## config.mk

```make
export PLATFORM = sky130hd
export DESIGN_NAME = secure_register_write_filter
export DESIGN_NICKNAME = d
export VERILOG_FILES = /design/src/rtl/core/srwf_pkg.sv /design/src/rtl/core/secure_register_write_filter.sv
export SDC_FILE = /design/constraint.sdc
export NUM_CORES = 2
export LEC_CHECK = 0
export BUFFER_PORTS_ARGS = -buffer_cell sky130_fd_sc_hd__clkbuf_2
export CAP_MARGIN = 30
export CORE_UTILIZATION = 35
export CTS_BUF_LIST = sky130_fd_sc_hd__clkbuf_4 sky130_fd_sc_hd__clkbuf_8
export CTS_CLUSTER_DIAMETER = 80
export DETAILED_ROUTE_END_ITERATION = 8
export SLEW_MARGIN = 20
export SYNTH_ARGS = -nofsm -noshare
export SYNTH_HDL_FRONTEND = slang
export SYNTH_SLANG_ARGS = --single-unit
```

## constraint.sdc

```tcl
create_clock -name clk -period 8.1 [get_ports clk]
set_clock_uncertainty 0.1 [all_clocks]
set_input_delay 0.81 -clock clk [delete_from_list [all_inputs] [get_ports clk]]
set_output_delay 0.81 -clock clk [all_outputs]
set_load 0.1 [all_outputs]
```

## src/rtl/core/srwf_pkg.sv

```systemverilog
// Shared types and constants for the secure register write filter.
// Depends on nothing; used by secure_register_write_filter, srwf_checker and testbench.
`default_nettype none

package srwf_pkg;

  // Default sizing
  localparam int NUM_BANKS_DEF        = 7;
  localparam int PIN_WINDOW_BYTES_DEF = 64;
  localparam int MUX_WINDOW_BYTES_DEF = 240;

  // Fixed protocol constants
  localparam int        MUX_BANK_STRIDE = 12;
  localparam logic [1:0] WORD_SIZE_CODE = 2'd2;

  // Request commands
  typedef enum logic [1:0] {
    CMD_ADD_WINDOW = 2'd0,
    CMD_SET_MASK   = 2'd1,
    CMD_PIN_ACCESS = 2'd2,
    CMD_MUX_ACCESS = 2'd3
  } cmd_t;

  // Result status codes
  typedef enum logic [1:0] {
    ST_HANDLED   = 2'd0,
    ST_PASS      = 2'd1,
    ST_NOT_FOUND = 2'd2,
    ST_FULL      = 2'd3
  } status_t;

  // One request
  typedef struct packed {
    logic [1:0]  command;
    logic [31:0] address;
    logic [2:0]  bank;
    logic [31:0] protect_mask;
    logic [1:0]  size_code;
    logic        is_write;
    logic [31:0] write_data;
    logic [31:0] current_value;
  } req_t;

  // One result
  typedef struct packed {
    logic [1:0]  status;
    logic        do_write;
    logic [31:0] merged_data;
    logic [31:0] read_data;
    logic        protected_change;
  } result_t;

endpackage

`default_nettype wire

```

## src/rtl/core/secure_register_write_filter.sv

```systemverilog
// Bus firewall guarding secure bits of pin registers: top level.
// Depends on srwf_pkg for request/result types, commands and status codes.
//
// Every request is accepted at its start edge; done is registered at the same
// edge as the result, so the result is valid while done is high. A new request
// may start in every cycle: busy is always low. A request passes three register
// stages: window table match, protect-mask lookup with merge, and the result
// register. Each result is shown for one cycle only, so the receiver must take
// it when done is high.
// Setup requests take effect for every request started after them.
// Write cfg_data with cfg_we only while no request is in flight.
`default_nettype none

module secure_register_write_filter #(
  parameter int NUM_BANKS        = srwf_pkg::NUM_BANKS_DEF,
  parameter int PIN_WINDOW_BYTES = srwf_pkg::PIN_WINDOW_BYTES_DEF,
  parameter int MUX_WINDOW_BYTES = srwf_pkg::MUX_WINDOW_BYTES_DEF
) (
  input  wire logic             clk,
  input  wire logic             rst,
  input  wire logic             start,
  output logic                  busy,
  input  wire srwf_pkg::req_t   req,
  output logic                  done,
  output srwf_pkg::result_t     result,
  input  wire logic             cfg_we,
  input  wire logic [31:0]      cfg_data
);

  localparam int IDXW  = (NUM_BANKS > 1) ? $clog2(NUM_BANKS) : 1;
  localparam int CNTW  = $clog2(NUM_BANKS + 1);
  localparam int OFFW  = $clog2(MUX_WINDOW_BYTES);
  localparam logic [CNTW-1:0] COUNT_MAX = CNTW'(NUM_BANKS);
  localparam logic [32:0] PIN_SPAN = 33'(PIN_WINDOW_BYTES);
  localparam logic [32:0] MUX_SPAN = 33'(MUX_WINDOW_BYTES);
  localparam logic [31:0] MUX_LIMIT = 32'(srwf_pkg::MUX_BANK_STRIDE * NUM_BANKS);

  // Configuration
  logic [31:0] pinmux_base;

  // Window table and masks
  logic [31:0]     window_base [NUM_BANKS];
  logic [2:0]      window_bank [NUM_BANKS];
  logic [CNTW-1:0] window_count;
  logic [31:0]     bank_mask   [NUM_BANKS];

  // Stage 1 registers
  logic           s1_valid;
  srwf_pkg::req_t s1_req;

  // Stage 2 registers
  logic            s2_valid;
  srwf_pkg::req_t  s2_req;
  logic            s2_full;
  logic            s2_found;
  logic [2:0]      s2_win_bank;
  logic            s2_mux_hit;
  logic [OFFW-1:0] s2_mux_off;

  // Stage 1 combinational
  logic            s1_full;
  logic            s1_found;
  logic [2:0]      s1_win_bank;
  logic            s1_mux_hit;
  logic [OFFW-1:0] s1_mux_off;
  logic [31:0]     s1_off_full;

  // Stage 2 combinational
  logic [31:0]       pin_mask;
  logic [IDXW-1:0]   mux_idx;
  logic              mux_in_range;
  logic [31:0]       mux_mask;
  logic              guard;
  logic [31:0]       guard_mask;
  srwf_pkg::result_t result_next;

  assign busy = 1'b0;

  // Hold the pin-mux base
  always_ff @(posedge clk) begin
    if (rst) begin
      pinmux_base <= '0;
    end else if (cfg_we) begin
      pinmux_base <= cfg_data;
    end
  end

  // Advance the valid bits
  always_ff @(posedge clk) begin
    if (rst) begin
      s1_valid <= 1'b0;
      s2_valid <= 1'b0;
      done     <= 1'b0;
    end else begin
      s1_valid <= start & ~busy;
      s2_valid <= s1_valid;
      done     <= s2_valid;
    end
  end

  // Capture the request
  always_ff @(posedge clk) begin
    s1_req <= req;
  end

  // Match against the window table, first registered window wins
  always_comb begin
    s1_full     = (window_count >= COUNT_MAX);
    s1_found    = 1'b0;
    s1_win_bank = '0;
    for (int i = NUM_BANKS - 1; i >= 0; i--) begin
      if ((CNTW'(i) < window_count) &&
          (s1_req.address >= window_base[i]) &&
          ({1'b0, s1_req.address} < ({1'b0, window_base[i]} + PIN_SPAN))) begin
        s1_found    = 1'b1;
        s1_win_bank = window_bank[i];
      end
    end
    s1_mux_hit  = (s1_req.address >= pinmux_base) &&
                  ({1'b0, s1_req.address} < ({1'b0, pinmux_base} + MUX_SPAN));
    s1_off_full = s1_req.address - pinmux_base;
    s1_mux_off  = s1_off_full[OFFW-1:0];
  end

  // Append a window
  always_ff @(posedge clk) begin
    if (rst) begin
      window_count <= '0;
    end else if (s1_valid && (s1_req.command == srwf_pkg::CMD_ADD_WINDOW) && !s1_full) begin
      window_count <= window_count + 1'b1;
    end
  end

  always_ff @(posedge clk) begin
    for (int i = 0; i < NUM_BANKS; i++) begin
      if (s1_valid && (s1_req.command == srwf_pkg::CMD_ADD_WINDOW) && !s1_full &&
          (window_count == CNTW'(i))) begin
        window_base[i] <= s1_req.address;
        window_bank[i] <= s1_req.bank;
      end
    end
  end

  // Stage 2 payload
  always_ff @(posedge clk) begin
    s2_req      <= s1_req;
    s2_full     <= s1_full;
    s2_found    <= s1_found;
    s2_win_bank <= s1_win_bank;
    s2_mux_hit  <= s1_mux_hit;
    s2_mux_off  <= s1_mux_off;
  end

  // Update a protect mask
  always_ff @(posedge clk) begin
    if (rst) begin
      for (int i = 0; i < NUM_BANKS; i++) begin
        bank_mask[i] <= '0;
      end
    end else if (s2_valid && (s2_req.command == srwf_pkg::CMD_SET_MASK)) begin
      for (int i = 0; i < NUM_BANKS; i++) begin
        if (32'(s2_req.bank) == 32'(i)) begin
          bank_mask[i] <= s2_req.protect_mask;
        end
      end
    end
  end

  // Look up masks: window bank and pin-mux bank (offset over the stride)
  always_comb begin
    pin_mask     = '0;
    mux_mask     = '0;
    mux_idx      = '0;
    mux_in_range = ({{(32-OFFW){1'b0}}, s2_mux_off} < MUX_LIMIT);
    for (int k = 1; k < NUM_BANKS; k++) begin
      if ({{(32-OFFW){1'b0}}, s2_mux_off} >= 32'(srwf_pkg::MUX_BANK_STRIDE * k)) begin
        mux_idx = IDXW'(k);
      end
    end
    for (int i = 0; i < NUM_BANKS; i++) begin
      if (32'(s2_win_bank) == 32'(i)) begin
        pin_mask = bank_mask[i];
      end
      if (32'(mux_idx) == 32'(i)) begin
        mux_mask = bank_mask[i];
      end
    end
  end

  // Decide status and merge the access
  always_comb begin
    result_next = '0;
    guard       = 1'b0;
    guard_mask  = pin_mask;
    case (srwf_pkg::cmd_t'(s2_req.command))
      srwf_pkg::CMD_ADD_WINDOW: begin
        result_next.status = s2_full ? srwf_pkg::ST_FULL : srwf_pkg::ST_HANDLED;
      end
      srwf_pkg::CMD_SET_MASK: begin
        result_next.status = srwf_pkg::ST_HANDLED;
      end
      srwf_pkg::CMD_PIN_ACCESS: begin
        if (s2_found) begin
          result_next.status = srwf_pkg::ST_HANDLED;
          guard              = 1'b1;
        end else begin
          result_next.status = srwf_pkg::ST_NOT_FOUND;
        end
      end
      default: begin
        guard_mask = mux_mask;
        if (!s2_mux_hit) begin
          result_next.status = srwf_pkg::ST_NOT_FOUND;
        end else if (!mux_in_range) begin
          result_next.status = srwf_pkg::ST_HANDLED;
        end else if (mux_mask == '0) begin
          result_next.status = srwf_pkg::ST_PASS;
        end else begin
          result_next.status = srwf_pkg::ST_HANDLED;
          guard              = 1'b1;
        end
      end
    endcase
    if (guard && (s2_req.size_code == srwf_pkg::WORD_SIZE_CODE)) begin
      if (s2_req.is_write) begin
        result_next.do_write         = 1'b1;
        result_next.merged_data      = (s2_req.write_data & ~guard_mask) |
                                       (s2_req.current_value & guard_mask);
        result_next.protected_change = |((s2_req.write_data ^ s2_req.current_value) &
                                         guard_mask);
      end else begin
        result_next.read_data = s2_req.current_value;
      end
    end
  end

  // Hold the result for its strobe cycle
  always_ff @(posedge clk) begin
    result <= result_next;
  end

endmodule

`default_nettype wire

```

Yosys cells after proc, flatten, opt, wreduce, memory -nomap -nowiden
Memories as Yosys holds them, arrays and structs flattened.
Cells that the tools add are included.

storage, ports and cells
  register bits after elaboration = 360
  bits of input ports = 172
  memories kept = 3
  output and inout port bits = 70
  word-level logic and storage cells = 295
  bits in writable memories = 469

cells by class
  eq/ne operators = 27
  magnitude comparators = 31
  multiplexer cells = 128
  bitwise logic cells = 14
  $add $sub $neg = 10
  reductions and logical operators = 52

memories
  memory       depth  bits a word  rd ports  clocked after Yosys merged registers in  write ports  RTL line                            text
  bank_mask    7      32           7         0                                        7            secure_register_write_filter.sv:45  logic [31:0] bank_mask [NUM_BANKS];
  window_base  7      32           7         0                                        1            secure_register_write_filter.sv:42  logic [31:0] window_base [NUM_BANKS];
  window_bank  7      3            7         0                                        1            secure_register_write_filter.sv:43  logic [2:0] window_bank [NUM_BANKS];

operators by type and width
  kind                   number
  $mux 32                28
  $lt 32x33->1           8
  $ge 32x32->1           8
  $add 32x7->33 const B  7
  $reduce_or 32->1       7
  $and 32x32->32         3
  $mux 3                 30
  $mux 1                 64
  $eq 3x3->1 const B     12
  $add 32x8->33 const B  1
  $mux 33                1
  $logic_not 32->1       1
  $not 32->32            1
  $or 32x32->32          1
  $xor 32x32->32         1
  $logic_and 1x1->1      26
  $eq 3x2->1 const B     8
  $ge 8x6->1 const B     3
  $reduce_or 3->1        7
  $eq 3x1->1 const B     4
  $logic_not 3->1        4
  $lt 3x3->1 const A     3
  $ge 8x4->1 const B     1
  $ge 8x5->1 const B     1
  19 further kinds       32

Longest topological paths before layout
  depth after elaboration = 23
  gate-level depth with buffers = 19
  depth with buffers taken out = 19

Worst setup path before layout
No wires, ideal clock.

  path type = reg-to-reg
  start point = register window_count[0]
  end point = memory window_bank[3][0] (enable)
  clock period less this slack = 4996 ps
  buffers on the path = 0
  cell stages (with the launch flop) = 6
  required time = 7485 ps
  setup time = 515 ps
  setup slack = 3104 ps
  arrival time = 4382 ps
  cell sequence = dfxtp_1 > ha_1 > ha_1 > a31oi_1 > nand3_1 > nor4_1

on the way
  longest elaborated chain between the ends = 13
  elaborated cells between the ends (all ways) = 49
  classes of those cells = order compare (1); eq/ne (6); mux (26); reduce/logical (16)

ends and longest elaborated chain
  item                                                                   RTL line                             text
  from (decl)                                                            secure_register_write_filter.sv:44   logic [CNTW-1:0] window_count;
  from (signal assigned)                                                 secure_register_write_filter.sv:130  window_count <= window_count + 1'b1;
  $ge 3x3->1                                                             secure_register_write_filter.sv:108  s1_full = (window_count >= COUNT_MAX);
  $logic_not 1->1                                                        secure_register_write_filter.sv:136  if (s1_valid && (s1_req.command == srwf_pkg::CMD_ADD_WINDOW) && !s1_full &&
  $logic_and 1x1->1 (2 in a row)                                         secure_register_write_filter.sv:136
  $mux 1                                                                 secure_register_write_filter.sv:136
  $mux 1 (not written as such)                                           secure_register_write_filter.sv:139  window_bank[i] <= s1_req.bank;
  $reduce_or 3->1 (no source line)                                       --
  $mux 3 (no source line) / $mux 1 (equally long branches) (6 in a row)  --
  to (decl)                                                              secure_register_write_filter.sv:43

Parallel ways exist; a longest one is shown, timed or not.

Worst setup path in the final report
  start point = register s2_mux_off[4]
  end point = register result[31] (netlist bit)

on the way
  longest elaborated chain between the ends = 23
  elaborated cells between the ends (all ways) = 35
  classes of those cells = order compare (7); eq/ne (6); mux (17); bitwise (1); reduce/logical (4)

ends and longest elaborated chain
  item                                RTL line                             text
  from (decl)                         secure_register_write_filter.sv:58   logic [OFFW-1:0] s2_mux_off;
  from (signal assigned)              secure_register_write_filter.sv:151  s2_mux_off <= s1_mux_off;
  $ge 8x4->1                          secure_register_write_filter.sv:176  if ({{(32-OFFW){1'b0}}, s2_mux_off} >= 32'(srwf_pkg::MUX_BANK_STRIDE * k)) begin
  $mux 1                              secure_register_write_filter.sv:176
  $mux 3 (5 in a row)                 secure_register_write_filter.sv:176
  $logic_not 3->1                     secure_register_write_filter.sv:184  if (32'(mux_idx) == 32'(i)) begin
  $mux 32 (7 in a row)                secure_register_write_filter.sv:184
  $logic_not 32->1                    secure_register_write_filter.sv:216  end else if (mux_mask == '0) begin
  $mux 1                              secure_register_write_filter.sv:216
  $mux 1 *                            secure_register_write_filter.sv:214  end else if (!mux_in_range) begin
  $mux 1 *                            secure_register_write_filter.sv:212  if (!s2_mux_hit) begin
  $pmux 1 s2 *                        secure_register_write_filter.sv:195  case (srwf_pkg::cmd_t'(s2_req.command))
  $logic_and 1x1->1 *                 secure_register_write_filter.sv:224  if (guard && (s2_req.size_code == srwf_pkg::WORD_SIZE_CODE)) begin
  $not 1->1 (no source line) *        --
  $reduce_or 2->1 (no source line) *  --
  to (signal assigned)                secure_register_write_filter.sv:239  result <= result_next;
  to (decl)                           secure_register_write_filter.sv:25   output srwf_pkg::result_t result,

Every way passes the cells marked *; elsewhere a longest branch is shown, timed or not.
A chain may end at the register's enable or synchronous reset.

==> results.toml <==
[cts]
post_cts_resized = 0
numCtsBuffers = 153
clk_latency_ns = 0.91
clockBufferDepth = 3
cts_tree = "yes"
clock_sinks = 827
path_clk_slew_ns = 0.06
cts-htree-levels = 4
root_buffer = "clkbuf_8"

[pwr]
p_clk_frac = 0.439
max-vdd-ir-drop_mv = 0.177
seqPwrFrac = 0.458
leakage_nw = 21.0
power.switching_mw = 2.65
switching_share = 0.261
intPower_mw = 7.50
combPwrFrac = 0.103
power_density_nw_per_um2 = 198

[critical_path]
cp_top_family = "compound AO/OA/AOI/OAI gates"
path_class = "reg2reg"
cpPeakStageDelay_ns = 0.82
cp.arrival_ns = 5.54
path_depth = 11
cp.required_ns = 8.74
crit_chain = "inv_2 > maj3_2 > a2111oi_4 > buf_4 > mux2i_1 > o2111ai_1 > nor4_1 > nand4_1 > o31a_1 > o211a_2 > and2_1"
path_max_fanout = 38
rr_worst_depth = 11
critPathCapture = "result[31]"
timing.rr.start = "s2_mux_off[4]"
endpoint_kind = "flop"
rrSetupSlack_ns = 3.20
worstReg2RegEnd = "result[31]"
crit_path_top_delay_cell = "nor4_1"
worstSetupStartpoint = "s2_mux_off[4]"
worst-path-buf-inv = 2
startpoint_type = "flop"

[cells_and_area]
layout-drive-gt1-share = 0.134
layout.cells.non_filler = 6291
fin_nets = 5187
syn2layout_area_growth_pct = 19.3

[routing]
wire_per_inst_um = 19.4
drt_iter0_drc = 2878
vias = 32600
drc = 0
vias_per_cell = 5.17
ant_nets = 0
wl_um = 122000
drtPass1Iterations = 9

[placement]
post-dp-hpwl_um = 82400
dp.cells = 5861
gp_congestion = 0.888
portBuffers = 240

[global_route]
grt_pass1_wl_um = 187000
grt_pass1_vias = 32300
grt_max_degree = 69
grt_use_total = 0.194
antenna_found_initial = 6
gr-total-overflow = 0

[synth]
ys_seq_elements = 827
yosysTopAreaCell = "edfxtp_1"
avgSynthCellArea_um2 = 10.6
syn_area_um2 = 42900
ys_seq_area_frac = 0.496
synth-edff-count = 469
syn_inst = 4036
ys_warn_count = 0
synthArstFlopShare = 0
yosysTopAreaCellShare = 0.328
synthTopCellsByArea = "edfxtp_1 33%, dfxtp_1 17%, ha_1 14%, xnor2_1 4.6%, nor2_1 3.6%"
synthFlopType = "edfxtp_1"
synth_cell_types = 82
synthesis.nets = 4687

[floorplan]
coreArea_um2 = 122000
start_util = 0.352
rows = 128
fp.dieArea_um2 = 124000
die_w_um = 352
pin_count = 242
die_h_um = 352

[timing]
slew_headroom = 0.352
hold_viol_final = 0
setup_viol = 0
tightest_slew_ns = 0.972
fmax_ghz = 0.204
slew_violations = 0
rsz0062_at_grt = "no"
fin_crit_ns = 4.90
finalCritPeriodShare = 0.605
fin_setup_tns_ns = 0

[status]
status = "complete, no violations"

[job]
drv_cap = 0

[hold_path]
hp-class = "in2reg"
## worst min-delay path: stages
cell and delay (ns):
clkbuf_2 0.08, mux2i_1 0.05, nor2_1 0.08
## layer usage
layer	vias up	wire length, um	GRT usage
met5	-	0	0
met4	0	3290	0.0700
met3	248	7950	0.0325
met2	1137	56000	0.317
met1	15500	55000	0.257
li1	15700	-	-
## flip-flops by register name, summed over array words and instances (netlist names), 6 cells and up
register,count
pinmux_base,32
s2_req,104
bank_mask,224
window_bank,21
s1_req,136
s2_mux_off,6
result,68
window_base,224
## power by group through the flow
stage | registers (mW) | logic, mW | clock network, mW
6_report | 4.65 | 1.04 | 4.46
5_1_grt | 4.66 | 1.13 | 4.76
4_1_cts | 4.65 | 1.03 | 4.58
3_5_place_dp | 4.74 | 0.970 | 0
3_3_place_gp | 4.73 | 0.955 | 0
2_1_floorplan | 4.74 | 0.586 | 0
## kinds of logic (layout without fill, tap and decap cells)
logic type / count (synthesis) / after routing / synth area share
compound gates: 735 / 735 / 0.111
xor+xnor: 233 / 233 / 0.0476
fa+ha+maj: 480 / 480 / 0.140
buf+inv: 430 / 1058 / 0.0384
flops: 827 / 827 / 0.496
mux: 142 / 142 / 0.0331
other cells: 1 / 3 / 0.0000874
simple gates: 1188 / 1188 / 0.134
## through the flow
stage	power (mW)	worst slack, ns	util	cell area, um2	hold WS, ns
6_report	10.1	3.20	0.420	51200	0.0919
5_1_grt	10.6	2.94	0.420	51200	0.0656
4_1_cts	10.3	3.27	0.420	51100	0.00202
3_5_place_dp	5.71	3.34	0.380	46300	0.212
3_3_place_gp	5.69	3.36	0.380	46200	0.212
2_1_floorplan	5.32	3.10	-	42900	0.210
## worst min path at each step
stage,start,to,slack [ns],cells past startpoint
global placement,s1_req[52],s2_req[52],0.21,0
floorplan,s1_req[0],s2_req[0],0.21,0
CTS,cfg_data[9],pinmux_base[9],0.002,3
global route,cfg_data[20],pinmux_base[20],0.07,3
detailed placement,s1_req[24],s2_req[24],0.21,0
finish,cfg_data[9],pinmux_base[9],0.09,3
## repair_timing
item                                    in CTS  in global routing
setup buffers                                0                  0
endpoints found under the setup margin       0                  0
hold endpoints to repair                   144                  0
hold buffers                               144                  0
## final cells by class
class / instances / area [um2]
diodes: 2 / 5.00
inverters: 322 / 1210
well taps: 1625 / 2030
repair buffers: 453 / 3170
multi-input cells: 2779 / 20000
flip-flops and latches: 827 / 21300
clock buffers: 234 / 2850
fillers: 11600 / 70600
clock inverters: 49 / 589
## Yosys cell counts, types with 12 or more instances
cell type and number:
nand3_1 109, a222oi_1 31, o21a_1 17, mux2i_1 142, o211ai_1 36, nor3_1 66, buf_2 14, o21ai_0 169
and4_1 14, or4_1 12, a221oi_1 14, xnor2_1 223, ha_1 478, dfxtp_1 358, nand2b_1 60, o2111ai_1 23
and3_1 32, nor2b_1 74, a21oi_1 228, nand2_1 207, nand4_1 98, clkbuf_1 81, edfxtp_1 469, a211oi_1 39
nor4_1 32, o22ai_1 16, nor2_1 413, and2_1 41, a21o_1 46, inv_1 320
## placed cells by master (no fill, tap or decap), drive strengths merged, types with 8 or more instances in the layout
master,synthesis,layout
xor2,10,10
nor2b,74,74
and3,32,32
or4,12,12
nor4,32,32
bufinv,0,8
ha,478,478
a31oi,10,10
nand2b,60,60
buf,27,69
nor3,66,66
o31ai,8,8
clkinv,1,27
dfxtp,358,358
or2,9,9
a21oi,228,228
nand4,98,98
a211oi,39,39
a222oi,31,31
inv,321,334
xnor2,223,223
a21boi,11,11
and4,14,14
o21ai,172,172
o211ai,36,36
nand2,207,207
o22ai,16,16
and2,41,41
a21o,46,46
o21a,17,17
clkbuf,81,474
dlygate4sd3,0,144
o2111ai,23,23
nor2,413,413
nand3,109,109
a22oi,8,8
edfxtp,469,469
a221oi,14,14
mux2i,142,142
Note: power is estimated with default switching activity, not from simulation.
